## src/design/drm_pkg.sv

```systemverilog
// Shared widths, constants and queue item type for the decaying rate meter.
package drm_pkg;

   localparam int SEC_W    = 32;
   localparam int USEC_W   = 20;
   localparam int AMOUNT_W = 32;
   localparam int RATE_W   = 32;
   localparam int TOTAL_W  = 64;
   localparam int TICK_W   = 32;

   // The microsecond field times seven needs three more bits.
   localparam int USEC7_W  = USEC_W + 3;
   localparam int FRAC_W   = 3;

   localparam int unsigned TICKS_PER_SEC   = 7;
   localparam int unsigned USEC_PER_SEC    = 1000000;
   localparam int unsigned MAX_DECAY_TICKS = 166;
   localparam int unsigned DECAY_SHIFT     = 3;
   localparam logic [RATE_W-1:0] BIG_RATE  = 32'h0FFF_FFFF;

   // Step counter covers every difference up to the decay limit.
   localparam int STEP_W = $clog2(MAX_DECAY_TICKS + 1);

   localparam int QUEUE_DEPTH = 2;
   localparam int QUEUE_PTR_W = $clog2(QUEUE_DEPTH);
   localparam int QUEUE_CNT_W = $clog2(QUEUE_DEPTH + 1);

   typedef struct packed {
      logic [TICK_W-1:0]   now_tick;
      logic [AMOUNT_W-1:0] amount;
   } item_type;

endpackage

```

## src/design/drm_if.sv

```systemverilog
// Valid/ready channel interfaces for the request and response beats.
interface drm_req_if;
   logic                          valid;
   logic                          ready;
   logic [drm_pkg::SEC_W-1:0]     seconds;
   logic [drm_pkg::USEC_W-1:0]    microseconds;
   logic [drm_pkg::AMOUNT_W-1:0]  amount;

   modport source (output valid, output seconds, output microseconds, output amount,
                   input ready);
   modport sink   (input valid, input seconds, input microseconds, input amount,
                   output ready);
endinterface

interface drm_rsp_if;
   logic                          valid;
   logic                          ready;
   logic [drm_pkg::RATE_W-1:0]    rate_per_second;
   logic [drm_pkg::TOTAL_W-1:0]   grand_total;

   modport source (output valid, output rate_per_second, output grand_total,
                   input ready);
   modport sink   (input valid, input rate_per_second, input grand_total,
                   output ready);
endinterface

```

## src/design/decaying_rate_meter_core.sv

```systemverilog
// A request beat passes the front-end stage register and the queue; the decay engine
// then emits at once if the gap exceeds 166 ticks, else first runs the decay loop, one
// step per cycle for each tick of gap (at most 166), and takes a new item only after
// emitting; the front end and a two-entry queue keep taking request beats meanwhile.
// Reset (synchronous, active high) clears rate, total and last tick to zero and
// empties the queue and the output register.
module decaying_rate_meter_core (
   input  logic      clock,
   input  logic      reset,
   drm_req_if.sink   req_chan,
   drm_rsp_if.source rsp_chan
);

   logic              push_valid, push_ready;
   drm_pkg::item_type push_item;
   logic              pop_valid, pop_ready;
   drm_pkg::item_type pop_item;

   drm_front u_front (
      .clock      (clock),
      .reset      (reset),
      .req_chan   (req_chan),
      .push_valid (push_valid),
      .push_item  (push_item),
      .push_ready (push_ready)
   );

   drm_queue u_queue (
      .clock      (clock),
      .reset      (reset),
      .push_valid (push_valid),
      .push_item  (push_item),
      .push_ready (push_ready),
      .pop_valid  (pop_valid),
      .pop_item   (pop_item),
      .pop_ready  (pop_ready)
   );

   drm_back u_back (
      .clock     (clock),
      .reset     (reset),
      .pop_valid (pop_valid),
      .pop_item  (pop_item),
      .pop_ready (pop_ready),
      .rsp_chan  (rsp_chan)
   );

endmodule

```

## src/design/drm_front.sv

```systemverilog
// Front end: accepts request beats, converts the timestamp to ticks and holds one item.
module drm_front (
   input  logic               clock,
   input  logic               reset,
   drm_req_if.sink            req_chan,
   output logic               push_valid,
   output drm_pkg::item_type  push_item,
   input  logic               push_ready
);

   logic              stage_valid_ff, stage_valid_in;
   drm_pkg::item_type stage_item_ff,  stage_item_in;
   logic              accept;

   function automatic logic [drm_pkg::TICK_W-1:0] tick_of(
      input logic [drm_pkg::SEC_W-1:0]  sec,
      input logic [drm_pkg::USEC_W-1:0] usec
   );
      logic [drm_pkg::USEC7_W-1:0] usec7;
      logic [drm_pkg::FRAC_W-1:0]  frac;
      logic [drm_pkg::TICK_W-1:0]  sec7;
      usec7 = {usec, 3'b000} - drm_pkg::USEC7_W'(usec);
      frac  = '0;
      // The fraction is the number of whole sevenths of a second reached.
      for (int k = 1; k <= drm_pkg::TICKS_PER_SEC; k++) begin
         if (usec7 >= drm_pkg::USEC7_W'(drm_pkg::USEC_PER_SEC * k)) begin
            frac = frac + drm_pkg::FRAC_W'(1);
         end
      end
      sec7 = {sec[drm_pkg::SEC_W-4:0], 3'b000} - sec;
      return sec7 + drm_pkg::TICK_W'(frac);
   endfunction

   assign req_chan.ready = !stage_valid_ff || push_ready;
   assign accept         = req_chan.valid && req_chan.ready;
   assign push_valid     = stage_valid_ff;
   assign push_item      = stage_item_ff;

   always_comb begin
      stage_valid_in = stage_valid_ff;
      stage_item_in  = stage_item_ff;
      if (stage_valid_ff && push_ready) begin
         stage_valid_in = 1'b0;
      end
      if (accept) begin
         stage_valid_in         = 1'b1;
         stage_item_in.now_tick = tick_of(req_chan.seconds, req_chan.microseconds);
         stage_item_in.amount   = req_chan.amount;
      end
   end

   always_ff @(posedge clock) begin
      if (reset) begin
         stage_valid_ff <= 1'b0;
      end else begin
         stage_valid_ff <= stage_valid_in;
      end
      stage_item_ff <= stage_item_in;
   end

endmodule

```

## src/design/drm_queue.sv

```systemverilog
// Short item queue that decouples the front end from the decay engine.
module drm_queue (
   input  logic               clock,
   input  logic               reset,
   input  logic               push_valid,
   input  drm_pkg::item_type  push_item,
   output logic               push_ready,
   output logic               pop_valid,
   output drm_pkg::item_type  pop_item,
   input  logic               pop_ready
);

   drm_pkg::item_type                  slots_ff [drm_pkg::QUEUE_DEPTH];
   logic [drm_pkg::QUEUE_PTR_W-1:0]    wr_ptr_ff, wr_ptr_in;
   logic [drm_pkg::QUEUE_PTR_W-1:0]    rd_ptr_ff, rd_ptr_in;
   logic [drm_pkg::QUEUE_CNT_W-1:0]    count_ff,  count_in;
   logic                               do_push, do_pop;

   assign push_ready = count_ff != drm_pkg::QUEUE_CNT_W'(drm_pkg::QUEUE_DEPTH);
   assign pop_valid  = count_ff != '0;
   assign pop_item   = slots_ff[rd_ptr_ff];
   assign do_push    = push_valid && push_ready;
   assign do_pop     = pop_valid && pop_ready;

   always_comb begin
      wr_ptr_in = wr_ptr_ff;
      rd_ptr_in = rd_ptr_ff;
      count_in  = count_ff;
      if (do_push) begin
         wr_ptr_in = (wr_ptr_ff == drm_pkg::QUEUE_PTR_W'(drm_pkg::QUEUE_DEPTH - 1)) ?
                     '0 : wr_ptr_ff + drm_pkg::QUEUE_PTR_W'(1);
      end
      if (do_pop) begin
         rd_ptr_in = (rd_ptr_ff == drm_pkg::QUEUE_PTR_W'(drm_pkg::QUEUE_DEPTH - 1)) ?
                     '0 : rd_ptr_ff + drm_pkg::QUEUE_PTR_W'(1);
      end
      if (do_push && !do_pop) begin
         count_in = count_ff + drm_pkg::QUEUE_CNT_W'(1);
      end else if (do_pop && !do_push) begin
         count_in = count_ff - drm_pkg::QUEUE_CNT_W'(1);
      end
   end

   always_ff @(posedge clock) begin
      if (reset) begin
         wr_ptr_ff <= '0;
         rd_ptr_ff <= '0;
         count_ff  <= '0;
      end else begin
         wr_ptr_ff <= wr_ptr_in;
         rd_ptr_ff <= rd_ptr_in;
         count_ff  <= count_in;
      end
      if (do_push) begin
         slots_ff[wr_ptr_ff] <= push_item;
      end
   end

endmodule

```

## src/design/drm_back.sv

```systemverilog
// Decay engine: updates the meter state one tick per cycle and drives the response beat.
module drm_back (
   input  logic               clock,
   input  logic               reset,
   input  logic               pop_valid,
   input  drm_pkg::item_type  pop_item,
   output logic               pop_ready,
   drm_rsp_if.source          rsp_chan
);

   typedef enum logic [1:0] {
      ST_IDLE,
      ST_DECAY,
      ST_EMIT
   } state_type;

   state_type                        state_ff,     state_in;
   logic [drm_pkg::RATE_W-1:0]       rate_ff,      rate_in;
   logic [drm_pkg::TOTAL_W-1:0]      total_ff,     total_in;
   logic [drm_pkg::TICK_W-1:0]       last_tick_ff, last_tick_in;
   logic [drm_pkg::RATE_W-1:0]       work_ff,      work_in;
   logic [drm_pkg::STEP_W-1:0]       steps_ff,     steps_in;
   logic [drm_pkg::AMOUNT_W-1:0]     amount_ff,    amount_in;
   logic                             out_valid_ff, out_valid_in;
   logic [drm_pkg::RATE_W-1:0]       out_rate_ff,  out_rate_in;
   logic [drm_pkg::TOTAL_W-1:0]      out_total_ff, out_total_in;
   logic [drm_pkg::TICK_W-1:0]       diff;
   logic [drm_pkg::RATE_W-1:0]       decrement;

   function automatic logic [drm_pkg::RATE_W-1:0] scale_rate(
      input logic [drm_pkg::RATE_W-1:0] r
   );
      logic [drm_pkg::RATE_W-1:0] eighth;
      logic [drm_pkg::RATE_W-1:0] times7;
      eighth = r >> drm_pkg::DECAY_SHIFT;
      times7 = {r[drm_pkg::RATE_W-4:0], 3'b000} - r;
      if (r > drm_pkg::BIG_RATE) begin
         return {eighth[drm_pkg::RATE_W-4:0], 3'b000} - eighth;
      end
      // Small rates keep seven times their value within 31 bits.
      return (times7 + drm_pkg::RATE_W'(7)) >> drm_pkg::DECAY_SHIFT;
   endfunction

   assign pop_ready = (state_ff == ST_IDLE);
   assign diff      = pop_item.now_tick - last_tick_ff;
   // Ceiling of an eighth of the working rate.
   assign decrement = (work_ff >> drm_pkg::DECAY_SHIFT) +
                      drm_pkg::RATE_W'(work_ff[2:0] != 3'b000);

   assign rsp_chan.valid           = out_valid_ff;
   assign rsp_chan.rate_per_second = out_rate_ff;
   assign rsp_chan.grand_total     = out_total_ff;

   always_comb begin
      state_in     = state_ff;
      rate_in      = rate_ff;
      total_in     = total_ff;
      last_tick_in = last_tick_ff;
      work_in      = work_ff;
      steps_in     = steps_ff;
      amount_in    = amount_ff;
      out_valid_in = out_valid_ff;
      out_rate_in  = out_rate_ff;
      out_total_in = out_total_ff;
      if (out_valid_ff && rsp_chan.ready) begin
         out_valid_in = 1'b0;
      end
      unique case (state_ff)
         ST_IDLE: begin
            if (pop_valid) begin
               total_in     = total_ff + drm_pkg::TOTAL_W'(pop_item.amount);
               last_tick_in = pop_item.now_tick;
               amount_in    = pop_item.amount;
               if (diff > drm_pkg::TICK_W'(drm_pkg::MAX_DECAY_TICKS)) begin
                  // A long gap or time going backwards restarts the rate.
                  rate_in  = pop_item.amount;
                  state_in = ST_EMIT;
               end else begin
                  work_in  = rate_ff;
                  steps_in = diff[drm_pkg::STEP_W-1:0];
                  state_in = ST_DECAY;
               end
            end
         end
         ST_DECAY: begin
            if (steps_ff == '0 || work_ff == '0) begin
               rate_in  = work_ff + amount_ff;
               state_in = ST_EMIT;
            end else begin
               work_in  = work_ff - decrement;
               steps_in = steps_ff - drm_pkg::STEP_W'(1);
            end
         end
         ST_EMIT: begin
            if (!out_valid_ff || rsp_chan.ready) begin
               out_valid_in = 1'b1;
               out_rate_in  = scale_rate(rate_ff);
               out_total_in = total_ff;
               state_in     = ST_IDLE;
            end
         end
         default: begin
            state_in = ST_IDLE;
         end
      endcase
   end

   always_ff @(posedge clock) begin
      if (reset) begin
         state_ff     <= ST_IDLE;
         rate_ff      <= '0;
         total_ff     <= '0;
         last_tick_ff <= '0;
         out_valid_ff <= 1'b0;
      end else begin
         state_ff     <= state_in;
         rate_ff      <= rate_in;
         total_ff     <= total_in;
         last_tick_ff <= last_tick_in;
         out_valid_ff <= out_valid_in;
      end
      work_ff      <= work_in;
      steps_ff     <= steps_in;
      amount_ff    <= amount_in;
      out_rate_ff  <= out_rate_in;
      out_total_ff <= out_total_in;
   end

endmodule
```

## src/flat_wrapper.sv

```systemverilog
// flat-port wrapper written by rule: the top's interface ports become plain ports
module decaying_rate_meter_core_flat 
  (clock, reset, req_chan_valid, req_chan_seconds, req_chan_microseconds, req_chan_amount, req_chan_ready, rsp_chan_valid, rsp_chan_rate_per_second, rsp_chan_grand_total, rsp_chan_ready);
  drm_req_if req_chan_i ();
  drm_rsp_if rsp_chan_i ();
  input  logic clock;
  input  logic reset;
  input wire logic [$bits(req_chan_i.valid)-1:0] req_chan_valid;
  input wire logic [$bits(req_chan_i.seconds)-1:0] req_chan_seconds;
  input wire logic [$bits(req_chan_i.microseconds)-1:0] req_chan_microseconds;
  input wire logic [$bits(req_chan_i.amount)-1:0] req_chan_amount;
  output wire logic [$bits(req_chan_i.ready)-1:0] req_chan_ready;
  output wire logic [$bits(rsp_chan_i.valid)-1:0] rsp_chan_valid;
  output wire logic [$bits(rsp_chan_i.rate_per_second)-1:0] rsp_chan_rate_per_second;
  output wire logic [$bits(rsp_chan_i.grand_total)-1:0] rsp_chan_grand_total;
  input wire logic [$bits(rsp_chan_i.ready)-1:0] rsp_chan_ready;
  assign req_chan_i.valid = req_chan_valid;
  assign req_chan_i.seconds = req_chan_seconds;
  assign req_chan_i.microseconds = req_chan_microseconds;
  assign req_chan_i.amount = req_chan_amount;
  assign req_chan_ready = req_chan_i.ready;
  assign rsp_chan_valid = rsp_chan_i.valid;
  assign rsp_chan_rate_per_second = rsp_chan_i.rate_per_second;
  assign rsp_chan_grand_total = rsp_chan_i.grand_total;
  assign rsp_chan_i.ready = rsp_chan_ready;
  decaying_rate_meter_core u_core (.clock(clock), .reset(reset), .req_chan(req_chan_i), .rsp_chan(rsp_chan_i));
endmodule
```

## config.mk

```make
export PLATFORM = sky130hd
export DESIGN_NAME = decaying_rate_meter_core_flat
export DESIGN_NICKNAME = d
export VERILOG_FILES = /design/src/design/drm_pkg.sv /design/src/design/drm_if.sv /design/src/design/decaying_rate_meter_core.sv /design/src/design/drm_front.sv /design/src/design/drm_queue.sv /design/src/design/drm_back.sv /design/src/flat_wrapper.sv
export SDC_FILE = /design/constraint.sdc
export NUM_CORES = 1
export LEC_CHECK = 0
export CAP_MARGIN = 20
export CELL_PAD_IN_SITES_DETAIL_PLACEMENT = 2
export CELL_PAD_IN_SITES_GLOBAL_PLACEMENT = 2
export CORE_MARGIN = 5
export CORE_UTILIZATION = 35
export CTS_CLUSTER_SIZE = 12
export DETAILED_ROUTE_END_ITERATION = 16
export DONT_BUFFER_PORTS = 1
export PLACE_DENSITY = 0.78
export SLEW_MARGIN = 20
export SYNTH_ARGS = -nofsm -noshare
export SYNTH_HDL_FRONTEND = slang
export SYNTH_SLANG_ARGS = --single-unit
```

## constraint.sdc

```tcl
create_clock -name clock -period 13.2 [get_ports clock]
set_input_delay 0.66 -clock clock [delete_from_list [all_inputs] [get_ports clock]]
set_output_delay 0.66 -clock clock [all_outputs]
set_load 0.05 [all_outputs]
```

==> flow_metrics.env, run 1 <==
export IMPL_maxCapViolations=0
export IMPL_arrival_ps=9710
export IMPL_synth_area_leaders="edfxtp_1 35%, ha_1 11%, dfxtp_1 8.8%"
export IMPL_post_cts_setup_buffer_count=0
export IMPL_setup_ws_ps=3860
export IMPL_cts_tree="done"
export IMPL_synth_top_area_frac=0.347
export IMPL_cts_buffers_inserted=58
export IMPL_critPathLaunchType="input pin"
export IMPL_synth_common_cells="360 x edfxtp_1, 313 x inv_1, 295 x nand2_1"
export IMPL_synth_top_area_cell="edfxtp_1"
export IMPL_insertion_delay_ps=630
export IMPL_clk_path_buf_depth=3
export IMPL_dieArea_um2=95200
export IMPL_clock_sinks=497
export IMPL_grt_pass1_vias=25846
export IMPL_die_y_um=309
export IMPL_rows=109
export IMPL_final_nets=3504
export IMPL_synth_seq_cells=497
export IMPL_met2_length_mm=46.5
export IMPL_start_util=0.353
export IMPL_setup_viol=0
export IMPL_period_needed_ps=9340
export IMPL_rsz0062_at_grt="no"
export IMPL_antenna_found_initial=10
export IMPL_worst_path_max_delay_cell="a221oi_2"
export IMPL_fillers=9538
export IMPL_core_area_um2=88400
export IMPL_overflow=0
export IMPL_gr_usage_all_layers=0.189
export IMPL_syn_mean_instance_area_um2=9.95
export IMPL_timing_fmax_mhz=107
export IMPL_tns_ps=0
export IMPL_viasPerCell=5.39
export IMPL_crit_buf_inv=3
export IMPL_dr_pass1_iters=5
export IMPL_grt_pass1_wl_mm=145
export IMPL_die_x_um=309
export IMPL_cts_max_level=2
export IMPL_skew_ps=26.9
export IMPL_synth_edff_count=360
export IMPL_grt_max_degree=138
export IMPL_synthCells=3136
export IMPL_synthesis_nets=3521
export IMPL_ys_seq_area_frac=0.434
export IMPL_vias=23384
export IMPL_route_met3_wl_mm=2.82
export IMPL_ant_nets=0
export IMPL_clk_pin_slew_worst_paths_ps=60
export IMPL_regArea_um2=13600
export IMPL_cp_slowest_stage_delay_ps=540
export IMPL_crit_path_frequent_cell="ha_1"
export IMPL_ioPinCount=186
export IMPL_async_reset_ff_frac=0
export IMPL_drtIter0Drc=1104
export IMPL_worstHoldPathCells=1
export IMPL_drc_errors=0
export IMPL_clock_root_buffer="clkbuf_16"
export IMPL_synth_distinct_cells=87
export IMPL_p_leak_nw=13.2
export IMPL_r2r_cells=18
export IMPL_area_delta_synth_final_pct=10.1
export IMPL_multi_input_area_um2=16100
export IMPL_hold_path_class="input pin to flip-flop"
export IMPL_syn_area_um2=31200
export IMPL_crit_type="input pin to flip-flop"
export IMPL_min_period_over_period=0.708
export IMPL_powerDensity_nw_per_um2=276
export IMPL_cts_hold_buf=0
export IMPL_worst_pin_slew_ps=1180
export IMPL_post_place_ws_ps=3280
export IMPL_numPortBuffers=0
export IMPL_hold_viol=0
export IMPL_drt_wirelength_per_cell_um=21.2
export IMPL_path_depth=37
export IMPL_cp_required_ps=13570
export IMPL_crit_path_end_kind="flip-flop"
export IMPL_gp_congestion=0.821
export IMPL_drive_gt1_frac=0.0770
export IMPL_met1_length_mm=40.9
export IMPL_whs_ps=108
export IMPL_yosysWarnings=0
export IMPL_cp_max_fo=7
export IMPL_yosysMostFrequentCell="edfxtp_1"
export IMPL_crit_family="compound AO/OA/AOI/OAI gates"
export IMPL_dp_hpwl_mm=68.1
export IMPL_peakVddDrop_mv=0.152
export IMPL_wl_mm=92.1
export IMPL_slew_violations=0
export IMPL_post_cts_resized=0
export IMPL_synthFlopType="edfxtp_1"
export IMPL_status="finished clean"
export IMPL_slew_headroom=0.191
export IMPL_highest_layer="met5"
==> placed cells by master, fill, tap and decap left out, drive strengths merged, types with 31 or more instances in the layout <==
cell type / Yosys / routed
nand3: 57 / 57
mux2: 68 / 68
nor2: 211 / 211
nor3: 53 / 53
dfxtp: 137 / 137
xnor2: 135 / 135
o21ai: 138 / 138
xor2: 86 / 86
a21oi: 249 / 249
ha: 266 / 266
o21a: 39 / 39
fa: 31 / 31
edfxtp: 360 / 360
inv: 313 / 315
nand2: 295 / 295
clkbuf: 74 / 79
a211oi: 75 / 75
a21o: 84 / 84
==> stage by stage <==
stage | cell area [um2] | power (W) | utilization | std cells
floorplan | 31200 | 0.00659 | - | 3136
global placement | 32400 | 0.00769 | 0.367 | 4224
detailed placement | 32400 | 0.00791 | 0.367 | 4224
CTS | 34300 | 0.00962 | 0.389 | 4333
global route | 34300 | 0.0102 | 0.389 | 4335
finish | 34400 | 0.00950 | 0.389 | 4336
==> worst reg2reg max path: stages (launching register included) <==
cell      delay (ps)
dfxtp_4          800
buf_4            490
mux2i_1          340
ha_1             220
inv_1             60
fa_1             470
a211oi_2         240
o211ai_1         190
a21oi_2          310
o21bai_1         170
a31oi_1          240
mux2i_1          280
nand4_1          110
or4b_1           520
or4_4            520
o311ai_4         260
buf_4            770
a211oi_1         320
a211oi_2         260
==> worst paths after layout <==
check	slack, ps	endpoint	start
setup / recovery	3860	u_core.u_front.push_item[62]	req_chan_microseconds[5]
hold / removal	110	u_core.u_back.last_tick_ff[20]	reset
setup reg to reg	6570	u_core.u_back.rate_ff[5]	flip-flop
hold reg to reg	440	u_core.u_queue.slots_ff[0][48]	u_core.u_front.push_item[48]
==> report_power, final <==
group,internal [W],switching (W)
Combinational,0.00197,0.00300
Clock,0.000959,0.000666
Sequential,0.00224,0.000655
==> flip-flops by register name, indices dropped and copies added, names as in the netlist, 2 cells and up, named ones only <==
signal and count:
u_core.u_front.push_item 64, u_core.u_back.last_tick_ff 32, u_core.u_back.steps_ff 8, u_core.u_back.total_ff 64
u_core.u_back.work_ff 32, u_core.u_queue.count_ff 2, u_core.u_back.rate_ff 32, u_core.u_back.rsp_chan.grand_total 64
u_core.u_queue.slots_ff 128, u_core.u_back.amount_ff 32, u_core.u_back.state_ff 2, u_core.u_back.rsp_chan.rate_per_second 32
==> layer usage <==
| metal | GRT usage | vias up |
|---|---|---|
| li1 | - | 11231 |
| met4 | 0.0379 | 10 |
| met3 | 0.0276 | 107 |
| met1 | 0.234 | 11773 |
| met5 | 0 | - |
| met2 | 0.350 | 263 |
==> area by class of cell <==
cell class,count,area share
multi-input cells,2234,0.469
diodes,3,0.000219
well taps,1165,0.0424
flip-flops and latches,497,0.395
clock buffers,79,0.0463
inverters,314,0.0344
clock inverters,30,0.00951
repair buffers,14,0.00306
==> kinds of logic (layout without fill, tap and decap cells) <==
logic type,Yosys count,after routing,synth area share
adders and majority gates,297,297,0.127
DFF,497,497,0.434
other,0,3,0
and+or+nand+nor,843,843,0.128
muxes,90,90,0.0320
AOI/OAI and AO/OA,783,783,0.167
buffers and inverters,405,437,0.0503
xor gates and xnor gates,221,221,0.0623
(Power assumes the default switching activity.)
==> inputs of run 2 (changes only) <==
- PLACE_DENSITY: 0.78 -> 0.81
- clock period: 13.2 -> 7.8 ns (I/O delays scaled with it)
==> flow_metrics.env, run 2 (synthesized netlist as in run 1, its figures left out) <==
export IMPL_cp_required_ps=8180
export IMPL_comb_power_share=0.530
export IMPL_grt_max_degree=138
export IMPL_cts_max_level=2
export IMPL_ant_nets=0
export IMPL_crit_type="input pin to flip-flop"
export IMPL_worst_path_max_delay_cell="o41a_1"
export IMPL_drtIter0Drc=1014
export IMPL_min_period_over_period=1.00
export IMPL_overflow=0
export IMPL_dp_hpwl_mm=71.2
export IMPL_largest_reg_flops=128
export IMPL_clkPwrFrac=0.177
export IMPL_clk_pin_slew_worst_paths_ps=60
export IMPL_numPortBuffers=0
export IMPL_timing_fmax_mhz=128
export IMPL_crit_path_frequent_cell="ha_4"
export IMPL_dr_pass1_iters=4
export IMPL_cp_slowest_stage_delay_ps=470
export IMPL_ioPinCount=186
export IMPL_cts_buffers_inserted=60
export IMPL_insertion_delay_ps=640
export IMPL_die_x_um=309
export IMPL_drc_errors=0
export IMPL_final_cell_mix="360 x edfxtp_1, 305 x inv_1, 294 x nand2_1"
export IMPL_cts_tree="done"
export IMPL_p_leak_nw=14.1
export IMPL_setup_viol=1
export IMPL_fillers=9391
export IMPL_p_sw_frac=0.454
export IMPL_p_total_w=0.0167
export IMPL_slew_headroom=0.290
export IMPL_clock_root_buffer="clkbuf_16"
export IMPL_setup_ws_ps=-27.7
export IMPL_antenna_found_initial=6
export IMPL_intPower_w=0.00910
export IMPL_rows=109
export IMPL_dieArea_um2=95200
export IMPL_grt_pass1_vias=26772
export IMPL_violations="negative setup slack"
export IMPL_vias=24160
export IMPL_grt_pass1_wl_mm=150
export IMPL_start_util=0.353
export IMPL_final_nets=3643
export IMPL_rsz0062_at_grt="yes"
export IMPL_hold_path_class="input pin to flip-flop"
export IMPL_finalNonFillerCells=4479
export IMPL_maxCapViolations=0
export IMPL_layout_commonest_cell="edfxtp_1"
export IMPL_drive_gt1_frac=0.126
export IMPL_clk_path_buf_depth=3
export IMPL_core_area_um2=88400
export IMPL_slew_violations=0
export IMPL_viasPerCell=5.39
export IMPL_gr_usage_all_layers=0.195
export IMPL_hold_viol=0
export IMPL_crit_path_end_kind="flip-flop"
export IMPL_clock_sinks=497
export IMPL_peakVddDrop_mv=0.275
export IMPL_skew_ps=19.8
export IMPL_seq_power_share=0.293
export IMPL_worst_pin_slew_ps=1060
export IMPL_critPathLaunchType="input pin"
export IMPL_powerDensity_nw_per_um2=461
export IMPL_gp_congestion=0.818
export IMPL_period_needed_ps=7830
export IMPL_cp_max_fo=5
export IMPL_die_y_um=309
export IMPL_area_delta_synth_final_pct=15.9
export IMPL_arrival_ps=8210
export IMPL_status="finished, violations left"
export IMPL_wl_mm=97.4
export IMPL_dp_cells=4309
export IMPL_regMostFlops="u_core.u_queue.slots_ff"
export IMPL_switchingPower_w=0.00756
export IMPL_drt_wirelength_per_cell_um=21.8
[run 2: cell count changes in the layout (fill, tap and decap cells not counted), sizes merged, moves of 2 or more]
cell	previous run	this run
clkinvlp	4	2
dlygate4sd3	0	33
buf	14	118
clkinv	19	21
bufinv	6	8
clkbuf	79	82
[run 2: path summary, 6_finish.rpt]
kind / from / to / slack [ps] / cells past startpoint
setup / recovery: req_chan_microseconds[5] / u_core.u_front.push_item[63] / -30 / 40
hold / removal: req_chan_seconds[0] / u_core.u_front.push_item[32] / 110 / 2
setup reg to reg: flip-flop / u_core.u_back.work_ff[20] / 1920 / 15
hold reg to reg: u_core.u_front.push_item[15] / u_core.u_queue.slots_ff[1][15] / 440 / 0
[run 2: what timing repair did]
| item | in CTS | in global routing |
|---|---|---|
| endpoints found under the setup margin | 5 | 9 |
| buffers inserted | 0 | 18 |
| resized for setup | 10 | 76 |
| hold endpoints to repair | 169 | 0 |
| hold buffers | 34 | 0 |
| pin swaps | 3 | 45 |
[run 2: through the flow]
step / setup TNS (ps) / cell area [um2] / util / hold slack [ps] / worst slack, ps
after global routing: -474 / 36200 / 0.409 / 89.0 / -282
after global placement: -1670 / 33200 / 0.375 / 423 / -443
after floorplan: 0 / 31300 / - / 421 / 7.96
after CTS: 0 / 35700 / 0.403 / 52.2 / 24.0
final: -27.7 / 36200 / 0.409 / 113 / -27.7
after detailed placement: -6560 / 33200 / 0.375 / 434 / -898
[run 2: final cells by class]
class	count	area (um2)	area share
well taps	1165	1460	0.0403
inverters	314	1190	0.0330
multi-input cells	2234	16600	0.458
clock inverters	32	412	0.0114
repair buffers	151	1280	0.0354
clock buffers	82	1690	0.0466
flip-flops and latches	497	13600	0.375
diodes	4	10.0	0.000277
[run 2: power groups by stage]
| stage | clock network (W) | logic, W | registers (W) |
|---|---|---|---|
| after global routing | 0.00315 | 0.00982 | 0.00495 |
| after detailed placement | 0 | 0.00859 | 0.00495 |
| after CTS | 0.00304 | 0.00875 | 0.00490 |
| after global placement | 0 | 0.00816 | 0.00490 |
| after floorplan | 0 | 0.00647 | 0.00469 |
| final | 0.00296 | 0.00882 | 0.00488 |
[run 2: critical path, delay by kind of cell]
kind | cells | cell delay (ps)
XOR/XNOR | 6 | 1040
adder cells (fa/ha/maj) | 6 | 1570
AND/OR/NAND/NOR | 4 | 440
buffers and inverters | 6 | 760
AO/OA/AOI/OAI | 16 | 3470
multiplexers | 2 | 500
[run 2: metal layers]
metal / part of all wire / GRT usage / vias to the layer above
li1: - / - / 11515
met1: 0.44 / 0.243 / 12184
met2: 0.50 / 0.357 / 317
met3: 0.029 / 0.0264 / 138
met4: 0.025 / 0.0480 / 6
met5: 0.00042 / 0 / -
